[config.mk]
export PLATFORM = sky130hd
export DESIGN_NAME = sha1_block_compressor_top_flat
export DESIGN_NICKNAME = d
export VERILOG_FILES = /design/src/sha1bc_pkg.sv /design/src/sha1bc_if.sv /design/src/sha1bc_wcell.sv /design/src/sha1bc_round.sv /design/src/sha1_block_compressor_top.sv /design/src/flat_wrapper.sv
export SDC_FILE = /design/constraint.sdc
export NUM_CORES = 2
export LEC_CHECK = 0
export BUFFER_PORTS_ARGS = -buffer_cell sky130_fd_sc_hd__buf_2
export CELL_PAD_IN_SITES_DETAIL_PLACEMENT = 0
export CELL_PAD_IN_SITES_GLOBAL_PLACEMENT = 1
export CORE_UTILIZATION = 50
export DETAILED_ROUTE_END_ITERATION = 7
export PLACE_DENSITY = 0.75
export SLEW_MARGIN = 20
export SYNTH_ARGS = -nofsm -noshare
export SYNTH_HDL_FRONTEND = slang
export SYNTH_HIERARCHICAL = 1
export SYNTH_SLANG_ARGS = --single-unit
[constraint.sdc]
create_clock -name clk -period 69.8 [get_ports clk]
set_clock_uncertainty 0.05 [all_clocks]
set_input_delay 3.49 -clock clk [delete_from_list [all_inputs] [get_ports clk]]
set_output_delay 3.49 -clock clk [all_outputs]
set_load 0.005 [all_outputs]
[src/sha1bc_pkg.sv]
`timescale 1ns / 1ps
`default_nettype none
package sha1bc_pkg;

  localparam int WORD_W    = 32;
  localparam int ROUNDS    = 80;
  localparam int WIN_DEPTH = 16;
  localparam int CV_DEPTH  = 5;
  localparam int K_DEPTH   = 4;
  localparam int ROUND_W   = $clog2(ROUNDS);
  localparam int POS_W     = $clog2(WIN_DEPTH);
  localparam int DIG_IDX_W = 3;
  localparam int CFG_IDX_W = 2;

  localparam int PH_PAR1_START = 20;
  localparam int PH_MAJ_START  = 40;
  localparam int PH_PAR2_START = 60;

  localparam int ROT_A   = 5;
  localparam int ROT_B   = 30;
  localparam int ROT_EXP = 1;

  typedef logic [WORD_W-1:0] word_t;

  localparam logic [ROUND_W-1:0]   ROUND_LAST = ROUND_W'(ROUNDS - 1);
  localparam logic [POS_W-1:0]     POS_LAST   = POS_W'(WIN_DEPTH - 1);
  localparam logic [DIG_IDX_W-1:0] DIG_LAST   = DIG_IDX_W'(CV_DEPTH - 1);

  localparam word_t CV_INIT [CV_DEPTH] = '{
    32'h67452301, 32'hEFCDAB89, 32'h98BADCFE, 32'h10325476, 32'hC3D2E1F0
  };

  localparam word_t K_INIT [K_DEPTH] = '{
    32'h5A827999, 32'h6ED9EBA1, 32'h8F1BBCDC, 32'hCA62C1D6
  };

  typedef enum logic [1:0] {
    FN_CH,
    FN_PAR,
    FN_MAJ
  } fn_t;

  typedef enum logic [1:0] {
    ST_COLLECT,
    ST_ROUND,
    ST_FINAL
  } state_t;

  typedef enum logic [CFG_IDX_W-1:0] {
    CFG_K_A,
    CFG_K_B,
    CFG_K_C,
    CFG_K_D
  } cfg_idx_t;

  typedef struct packed {
    fn_t   fn;
    word_t k;
  } round_ctl_t;

  function automatic word_t rotl(input word_t x, input int unsigned n);
    return (x << n) | (x >> (WORD_W - n));
  endfunction

endpackage
`default_nettype wire

[src/sha1bc_if.sv]
`timescale 1ns / 1ps
`default_nettype none
interface sha1bc_in_if import sha1bc_pkg::*; ();
  logic  valid;
  logic  ready;
  word_t message_word;
  logic  first_of_message;
  logic  last_of_message;

  modport source (output valid, message_word, first_of_message, last_of_message,
                  input ready);
  modport sink   (input valid, message_word, first_of_message, last_of_message,
                  output ready);
endinterface

interface sha1bc_out_if import sha1bc_pkg::*; ();
  logic                 valid;
  logic                 ready;
  word_t                digest_word;
  logic [DIG_IDX_W-1:0] digest_index;
  logic                 digest_last;

  modport source (output valid, digest_word, digest_index, digest_last, input ready);
  modport sink   (input valid, digest_word, digest_index, digest_last, output ready);
endinterface
`default_nettype wire

[src/sha1bc_wcell.sv]
`timescale 1ns / 1ps
`default_nettype none
module sha1bc_wcell import sha1bc_pkg::*; (
  input  logic  clk,
  input  logic  shift,
  input  word_t d,
  output word_t q
);

  word_t q_r;

  always_ff @(posedge clk) begin
    if (shift) begin
      q_r <= d;
    end
  end

  assign q = q_r;

endmodule
`default_nettype wire

[src/sha1bc_round.sv]
`timescale 1ns / 1ps
`default_nettype none
module sha1bc_round import sha1bc_pkg::*; (
  input  word_t      a,
  input  word_t      b,
  input  word_t      c,
  input  word_t      d,
  input  word_t      e,
  input  word_t      wt,
  input  round_ctl_t ctl,
  output word_t      a_new
);

  word_t f;

  always_comb begin
    unique case (ctl.fn)
      FN_CH:   f = (b & c) | (~b & d);
      FN_MAJ:  f = (b & c) | (b & d) | (c & d);
      FN_PAR:  f = b ^ c ^ d;
      default: f = b ^ c ^ d;
    endcase
  end

  assign a_new = rotl(a, ROT_A) + f + e + ctl.k + wt;

endmodule
`default_nettype wire

[src/sha1_block_compressor_top.sv]
// SHA-1 compression core. Padded message words are taken one per cycle until
// sixteen form a block; the input then stalls while the single shared round
// unit iterates once per cycle through the rounds, followed by the chaining add.
// The schedule is a row of sixteen word cells shifting once per round, the
// newest cell fed by the rotate-by-1 expansion. A digest is copied to a
// five-word output buffer and drains one word per accepted result while the
// next message is collected; a block that completes another message waits in
// the add cycle until the previous digest has drained.
`timescale 1ns / 1ps
`default_nettype none
module sha1_block_compressor_top import sha1bc_pkg::*; (
  input  logic                 clk,
  input  logic                 rst_n,
  sha1bc_in_if.sink            in_ch,
  sha1bc_out_if.source         out_ch,
  input  logic                 cfg_we,
  input  logic [CFG_IDX_W-1:0] cfg_index,
  input  word_t                cfg_wdata
);

  state_t state_r, state_nxt;

  word_t k_r   [K_DEPTH];
  word_t cv_r  [CV_DEPTH];
  word_t dig_r [CV_DEPTH];
  word_t a_r, b_r, c_r, d_r, e_r;
  logic [ROUND_W-1:0]   t_r;
  logic [POS_W-1:0]     pos_r;
  logic [DIG_IDX_W-1:0] idx_r;
  logic                 last_r;
  logic                 busy_r;

  word_t win_q  [WIN_DEPTH];
  word_t win_d  [WIN_DEPTH];
  word_t work   [CV_DEPTH];
  word_t sum    [CV_DEPTH];
  word_t expand;
  word_t a_new;

  round_ctl_t ctl;
  logic [POS_W-1:0] pos_eff;
  logic in_acc, out_acc, win_shift, block_done, final_go;

  assign in_acc  = in_ch.valid && in_ch.ready;
  assign out_acc = out_ch.valid && out_ch.ready;
  assign pos_eff = in_ch.first_of_message ? '0 : pos_r;
  assign expand  = rotl(win_q[13] ^ win_q[8] ^ win_q[2] ^ win_q[0], ROT_EXP);

  // schedule cells
  genvar gi;
  generate
    for (gi = 0; gi < WIN_DEPTH; gi++) begin : g_win
      if (gi == WIN_DEPTH - 1) begin : g_tail
        assign win_d[gi] = (state_r == ST_COLLECT) ? in_ch.message_word : expand;
      end else begin : g_body
        assign win_d[gi] = win_q[gi+1];
      end
      sha1bc_wcell u_cell (
        .clk   (clk),
        .shift (win_shift),
        .d     (win_d[gi]),
        .q     (win_q[gi])
      );
    end
  endgenerate

  always_comb begin
    if (t_r < ROUND_W'(PH_PAR1_START)) begin
      ctl.fn = FN_CH;
      ctl.k  = k_r[0];
    end else if (t_r < ROUND_W'(PH_MAJ_START)) begin
      ctl.fn = FN_PAR;
      ctl.k  = k_r[1];
    end else if (t_r < ROUND_W'(PH_PAR2_START)) begin
      ctl.fn = FN_MAJ;
      ctl.k  = k_r[2];
    end else begin
      ctl.fn = FN_PAR;
      ctl.k  = k_r[3];
    end
  end

  sha1bc_round u_round (
    .a     (a_r),
    .b     (b_r),
    .c     (c_r),
    .d     (d_r),
    .e     (e_r),
    .wt    (win_q[0]),
    .ctl   (ctl),
    .a_new (a_new)
  );

  assign work[0] = a_r;
  assign work[1] = b_r;
  assign work[2] = c_r;
  assign work[3] = d_r;
  assign work[4] = e_r;

  always_comb begin
    for (int i = 0; i < CV_DEPTH; i++) begin
      sum[i] = cv_r[i] + work[i];
    end
  end

  // next state
  always_comb begin
    state_nxt = state_r;
    unique case (state_r)
      ST_COLLECT: begin
        if (in_acc && pos_eff == POS_LAST) begin
          state_nxt = ST_ROUND;
        end
      end
      ST_ROUND: begin
        if (t_r == ROUND_LAST) begin
          state_nxt = ST_FINAL;
        end
      end
      ST_FINAL: begin
        if (!(last_r && busy_r)) begin
          state_nxt = ST_COLLECT;
        end
      end
      default: state_nxt = ST_COLLECT;
    endcase
  end

  // outputs
  always_comb begin
    in_ch.ready = 1'b0;
    win_shift   = 1'b0;
    block_done  = 1'b0;
    final_go    = 1'b0;
    unique case (state_r)
      ST_COLLECT: begin
        in_ch.ready = 1'b1;
        win_shift   = in_ch.valid;
        block_done  = in_ch.valid && pos_eff == POS_LAST;
      end
      ST_ROUND: begin
        win_shift = 1'b1;
      end
      ST_FINAL: begin
        final_go = !(last_r && busy_r);
      end
      default: ;
    endcase
  end

  assign out_ch.valid        = busy_r;
  assign out_ch.digest_word  = dig_r[0];
  assign out_ch.digest_index = idx_r;
  assign out_ch.digest_last  = idx_r == DIG_LAST;

  always_ff @(posedge clk) begin
    if (!rst_n) begin
      state_r <= ST_COLLECT;
      pos_r   <= '0;
      busy_r  <= 1'b0;
      for (int i = 0; i < CV_DEPTH; i++) begin
        cv_r[i] <= CV_INIT[i];
      end
      for (int i = 0; i < K_DEPTH; i++) begin
        k_r[i] <= K_INIT[i];
      end
    end else begin
      state_r <= state_nxt;

      if (cfg_we) begin
        case (cfg_idx_t'(cfg_index))
          CFG_K_A: k_r[0] <= cfg_wdata;
          CFG_K_B: k_r[1] <= cfg_wdata;
          CFG_K_C: k_r[2] <= cfg_wdata;
          CFG_K_D: k_r[3] <= cfg_wdata;
          default: ;
        endcase
      end

      if (in_acc) begin
        pos_r <= pos_eff + POS_W'(1);
        if (in_ch.first_of_message) begin
          for (int i = 0; i < CV_DEPTH; i++) begin
            cv_r[i] <= CV_INIT[i];
          end
        end
      end

      if (final_go) begin
        for (int i = 0; i < CV_DEPTH; i++) begin
          cv_r[i] <= sum[i];
        end
      end

      if (final_go && last_r) begin
        busy_r <= 1'b1;
      end else if (out_acc && idx_r == DIG_LAST) begin
        busy_r <= 1'b0;
      end
    end
  end

  // round datapath and digest buffer
  always_ff @(posedge clk) begin
    if (block_done) begin
      a_r    <= cv_r[0];
      b_r    <= cv_r[1];
      c_r    <= cv_r[2];
      d_r    <= cv_r[3];
      e_r    <= cv_r[4];
      t_r    <= '0;
      last_r <= in_ch.last_of_message;
    end else if (state_r == ST_ROUND) begin
      a_r <= a_new;
      b_r <= a_r;
      c_r <= rotl(b_r, ROT_B);
      d_r <= c_r;
      e_r <= d_r;
      t_r <= t_r + ROUND_W'(1);
    end

    if (final_go && last_r) begin
      for (int i = 0; i < CV_DEPTH; i++) begin
        dig_r[i] <= sum[i];
      end
      idx_r <= '0;
    end else if (out_acc) begin
      for (int i = 0; i < CV_DEPTH - 1; i++) begin
        dig_r[i] <= dig_r[i+1];
      end
      idx_r <= idx_r + DIG_IDX_W'(1);
    end
  end

endmodule
`default_nettype wire

[src/flat_wrapper.sv]
// flat-port wrapper written by rule: the top's interface ports become plain ports
module sha1_block_compressor_top_flat import sha1bc_pkg::*;
  (clk, rst_n, cfg_we, cfg_index, cfg_wdata, in_ch_valid, in_ch_message_word, in_ch_first_of_message, in_ch_last_of_message, in_ch_ready, out_ch_valid, out_ch_digest_word, out_ch_digest_index, out_ch_digest_last, out_ch_ready);
  sha1bc_in_if in_ch_i ();
  sha1bc_out_if out_ch_i ();
  input  logic clk;
  input  logic rst_n;
  input  logic cfg_we;
  input  logic [CFG_IDX_W-1:0] cfg_index;
  input  word_t cfg_wdata;
  input wire logic [$bits(in_ch_i.valid)-1:0] in_ch_valid;
  input wire logic [$bits(in_ch_i.message_word)-1:0] in_ch_message_word;
  input wire logic [$bits(in_ch_i.first_of_message)-1:0] in_ch_first_of_message;
  input wire logic [$bits(in_ch_i.last_of_message)-1:0] in_ch_last_of_message;
  output wire logic [$bits(in_ch_i.ready)-1:0] in_ch_ready;
  output wire logic [$bits(out_ch_i.valid)-1:0] out_ch_valid;
  output wire logic [$bits(out_ch_i.digest_word)-1:0] out_ch_digest_word;
  output wire logic [$bits(out_ch_i.digest_index)-1:0] out_ch_digest_index;
  output wire logic [$bits(out_ch_i.digest_last)-1:0] out_ch_digest_last;
  input wire logic [$bits(out_ch_i.ready)-1:0] out_ch_ready;
  assign in_ch_i.valid = in_ch_valid;
  assign in_ch_i.message_word = in_ch_message_word;
  assign in_ch_i.first_of_message = in_ch_first_of_message;
  assign in_ch_i.last_of_message = in_ch_last_of_message;
  assign in_ch_ready = in_ch_i.ready;
  assign out_ch_valid = out_ch_i.valid;
  assign out_ch_digest_word = out_ch_i.digest_word;
  assign out_ch_digest_index = out_ch_i.digest_index;
  assign out_ch_digest_last = out_ch_i.digest_last;
  assign out_ch_i.ready = out_ch_ready;
  sha1_block_compressor_top u_core (.clk(clk), .rst_n(rst_n), .in_ch(in_ch_i), .out_ch(out_ch_i), .cfg_we(cfg_we), .cfg_index(cfg_index), .cfg_wdata(cfg_wdata));
endmodule
# After elaboration in Yosys (flattened, before gate mapping)
# Memory sizes are Yosys's and may differ from the RTL's.
# Cells that the tools add are included.
# op_classes
n_reduce_logical	14
bitwise_logic	34
n_eq_ne	12
n_lt_le_gt_ge	3
add_sub_neg	12
n_mux	73
# ops
cell	count
$mux 32	29
$add 32x32->32	9
$xor 32x32->32	5
$and 32x32->32	4
$mux 34	3
$or 32x32->32	3
$pmux 32 s2	1
$mux 1	34
$not 32->32	1
$or 32x1->32	1
$or 32x30->32	1
$or 32x5->32	1
$or 1x1->1	18
$lt 7x6->1 const B	2
$eq 2x2->1 const B	4
$add 7x1->7 const B	1
$eq 7x7->1 const B	1
$logic_and 1x1->1	7
$lt 7x5->1 const B	1
$logic_not 2->1	3
$mux 2	3
$pmux 2 s3	1
$add 4x1->4 const B	1
$eq 2x1->1 const B	2
10 further kinds	12
# word_totals
in_bits	73
regBits	690
memories	3
out_inout_bits	38
mem_bits_rw	448
elab_cells	178
# memory_table
name	words	width	read_ports	rd_ports_with_merged_regs	wr	line	source
u_core.cv_r	5	32	5	0	5	sha1_block_compressor_top.sv:24	word_t cv_r [CV_DEPTH];
u_core.dig_r	5	32	5	0	5	sha1_block_compressor_top.sv:25	word_t dig_r [CV_DEPTH];
u_core.k_r	4	32	4	0	4	sha1_block_compressor_top.sv:23	word_t k_r [K_DEPTH];

# Logic depth before layout (Yosys ltp)
# logic_depth
depth_word	12
depth_mapped	26
mapped_depth_nobuf	22

# Cells and area by module
# The synthesis kept the hierarchy.
# by_module_without_submodules
module	n_inst	seq_area_each_um2	cells_per_inst	area_per_inst_um2
sha1_block_compressor_top	1	18627.9	3209	35352.7
sha1bc_wcell	16	960.9	32	960.9
sha1bc_round	1	0.0	872	6436.2

# Least setup slack after synthesis
# No wires, ideal clock.
# synth_path
path_kind	in2reg
from	input port in_ch_valid
to	register u_core.g_win[0].u_cell.q_r[0], enable pin
n_path_buf	0
path_slack_ns	43.457
arrival_time_ns	24.884
t_required_ns	68.341
cell_stages	2
setup_ns	1.409
cell_sequence	nor2_1 -> nor2_1
# synth_between
elab_chain_len	1
# synth_lines
item	line	source
from (decl)	flat_wrapper.sv:11	input wire logic [$bits(in_ch_i.valid)-1:0] in_ch_valid;
$pmux 1 s2	sha1_block_compressor_top.sv:135	unique case (state_r)
via u_core.win_shift	sha1_block_compressor_top.sv:42	logic in_acc, out_acc, win_shift, block_done, final_go;
to (signal assigned)	sha1bc_wcell.sv:14	q_r <= d;
to (decl)	sha1bc_wcell.sv:10	word_t q_r;
# The timed path passes the listed nets, and every way through them passes these cells.
# A chain may end at the register's enable or synchronous reset.

# Final worst setup path
# layout_path
from	input port in_ch_valid
to	register u_core.g_win[2].u_cell.q_r[26], enable pin
# layout_between
elab_chain_len	1
# layout_lines
item	line
$pmux 1 s2	sha1_block_compressor_top.sv:135
via u_core.win_shift	sha1_block_compressor_top.sv:42
to (signal assigned)	sha1bc_wcell.sv:14
to (decl)	sha1bc_wcell.sv:10
# The timed path passes the listed nets, and every way through them passes these cells.

==> flow_summary.ini <==
[outcome]
outcome = finished clean

[pwr]
pwr-share-clk = 0.408
p_switching_mw = 0.3859
intPower_mw = 1.252
peakVddDrop_mv = 0.02398
switching_share = 0.2356
pwr-share-seq = 0.485
p_comb_frac = 0.107
power_density_mw_per_mm2 = 25.88
leakagePower_nw = 23.28

[route]
vias = 35150
drc_errors = 0
wire_per_inst_um = 22.66
dr.pass1.iters = 5
wl_um = 142000
via_per_inst = 5.611
postRouteAntennaNets = 0
drt_iter0_markers = 3179

[logic_synthesis]
ys_top_cells_by_area = edfxtp_1 (59%), fa_1 (4.5%), ha_1 (4.2%), nand2_1 (3.3%), mux2_2 (3.2%)
yosys_warnings = 6
syn_nets = 4986
synth_seq_cells = 1138
yosysMostFrequentCell = edfxtp_1
synth-edff-count = 1121
synthArstFlopShare = 0
synthTopCellsByCount = edfxtp_1 (1121), nand2_1 (495), inv_1 (380), o21ai_0 (339), a21oi_1 (222)
netlist_area_mm2 = 0.05716
yosys_most_used_dff = edfxtp_1
netlist_instances = 4593
post_synth_num_cell_types = 101
ys_seq_area_frac = 0.5948
avgSynthCellArea_um2 = 12.45
synth_top_area_cell = edfxtp_1
netlist.area_leader.share = 0.5889

[setup_path]
path_delay_family = buffers and inverters
worstPathArrival_ns = 8.10
crit_fanout = 180
cp_slowest_cell = buf_4
crit_top_cell = buf_4
end_kind = register
cpPeakStageDelay_ns = 0.94
crit_buf_inv = 5
worstPathRequired_ns = 70.08
critPathKind = input pin to register
worstPathCellList = buf_2 -> nor2_1 -> nor2_4 -> buf_4 -> buf_4 -> buf_12 -> buf_4
start_kind = input pin

[cts]
clockBufferDepth = 3
cts_made_buffers = 118
cts_max_level = 3
cts_resized = 0
cts.sinks = 1138
cts_root_buffer = clkbuf_16
path_clk_slew_ns = 0.06
cts_tree = yes
hold_buffers = 0
postCtsSetupBuffers = 0
clk_latency_ns = 0.71

[die]
die_h_um = 340.1
rows = 123
start_util = 0.5060
ios = 111
die_w_um = 340.1
dieArea_mm2 = 0.1157
core_mm2 = 0.1130

[timing]
fin_hold_ws_ns = 0.3540
finalHoldViolCount = 0
rsz0062_at_grt = false
layout_setup_ws_ns = 61.98
fin_crit_sh = 0.1120
drv_slew = 0
setup_viol = 0
max_freq_mhz = 127.9
setup_tns_ns = 0
period_needed_ns = 7.818
worstMarginPinSlew_ns = 1.100
max_slew_margin = 0.2668

[global_routing]
grt_use_total = 0.2440
grt_use_met2 = 0.3708
antenna_found_initial = 14
grt_pass1_wl_um = 212700
grtUsageMet1 = 0.3699
grt_overflow = 0
top_usage_layer = met2
grt_pass1_vias = 34170
grt_max_degree = 181
grt.met3_usage = 0.03038

[cells_and_area]
area_delta_synth_final_pct = 10.71
fill_cells = 9478
drive_gt1_frac = 0.1214
final_cells = 6265
nNetsFinal = 5051

[job]
drv_cap = 0

[place]
portBuffers = 110
dp_slack_ns = 61.19
dp_hpwl_um = 101100
gp_congestion = 0.9275
dp.cells = 6038

[min_path]
min_path_type = register to register
layout by cell type (no fill, tap or decap), drive strengths merged, types with 21 or more instances in the layout:
master	n
mux2	160
ha	191
a21o	60
xor2	78
nand2b	43
nand4	33
inv	386
nor2b	26
mux2i	67
and2	92
o21ai	365
bufinv	22
clkinv	46
a21oi	227
nor3	40
a31oi	34
clkbuf	139
a211oi	47
nand3	47
fa	129
or3	77
edfxtp	1121
nor2	216
xnor2	197
buf	154
o21bai	21
nand2	496
through the flow:
| step | utilization | area, um2 | total power [mW] |
|---|---|---|---|
| after CTS | 0.5602 | 63280 | 1.653 |
| after global placement | 0.5235 | 59130 | 0.9795 |
| after detailed placement | 0.5235 | 59130 | 0.9821 |
| after global routing | 0.5602 | 63280 | 1.696 |
| after floorplan | - | 57160 | 0.9442 |
| final | 0.5603 | 63290 | 1.638 |
layer usage:
metal / vias to the layer above / wire [um]
met3: 207 / 8209
li1: 16620 / -
met5: - / 143
met1: 17330 / 67500
met4: 22 / 3482
met2: 969 / 62620
kinds of logic (layout without fill, tap and decap cells):
group           after synthesis  after routing  synth area share
flops                      1138           1138            0.5948
buf+inv                     590            758           0.04150
xor+xnor                    275            275           0.04213
fa+ha+maj                   320            320           0.08698
simple gates               1125           1125           0.09149
mux                         227            227           0.04325
compound gates              918            918           0.09981
other cells                   0              4                 0
layout make-up:
class | instances | area [um2] | share of cell area
Inverter | 381 | 1430 | 0.02260
Tap cell | 1500 | 1877 | 0.02966
Clock inverter | 84 | 1069 | 0.01688
Timing Repair Buffer | 154 | 905.9 | 0.01431
Clock buffer | 139 | 3074 | 0.04858
Sequential cell | 1138 | 34000 | 0.5373
Antenna cell | 4 | 10.01 | 0.0001582
Multi-Input combinational cell | 2865 | 20920 | 0.3305
flip-flops by register name, summed over array words and instances (netlist names):
register                    flops
u_core/out_ch.valid             1
u_core/last_r                   1
u_core/pos_r                    4
u_core/a_r                     32
u_core/cv_r                   160
u_core/b_r                     32
u_core/t_r                      7
u_core/k_r                    128
u_core/out_ch.digest_index      3
u_core/g_win.u_cell/q         512
u_core/c_r                     32
u_core/e_r                     32
u_core/state_r                  2
u_core/dig_r                  160
u_core/d_r                     32
power groups by stage:
stage / Sequential (mW) / Combinational (mW) / Clock [mW]
final: 0.794 / 0.176 / 0.669
after global routing: 0.796 / 0.192 / 0.708
after CTS: 0.794 / 0.175 / 0.685
after detailed placement: 0.808 / 0.174 / 0
after global placement: 0.807 / 0.173 / 0
after floorplan: 0.817 / 0.128 / 0
final timing paths:
kind                                    start                      endpoint  slack, ns  cells after the start
hold / removal    u_core/g_win[4].u_cell/q[6]   u_core/g_win[3].u_cell/q[6]       0.35                      0
setup reg to reg                u_core/t_r[5]                u_core/a_r[29]      62.57                     24
setup / recovery                  in_ch_valid  u_core/g_win[2].u_cell/q[26]      61.98                      7
hold reg to reg   u_core/g_win[4].u_cell/q[6]   u_core/g_win[3].u_cell/q[6]       0.35                      0
Power figures use the tool's default switching activity.
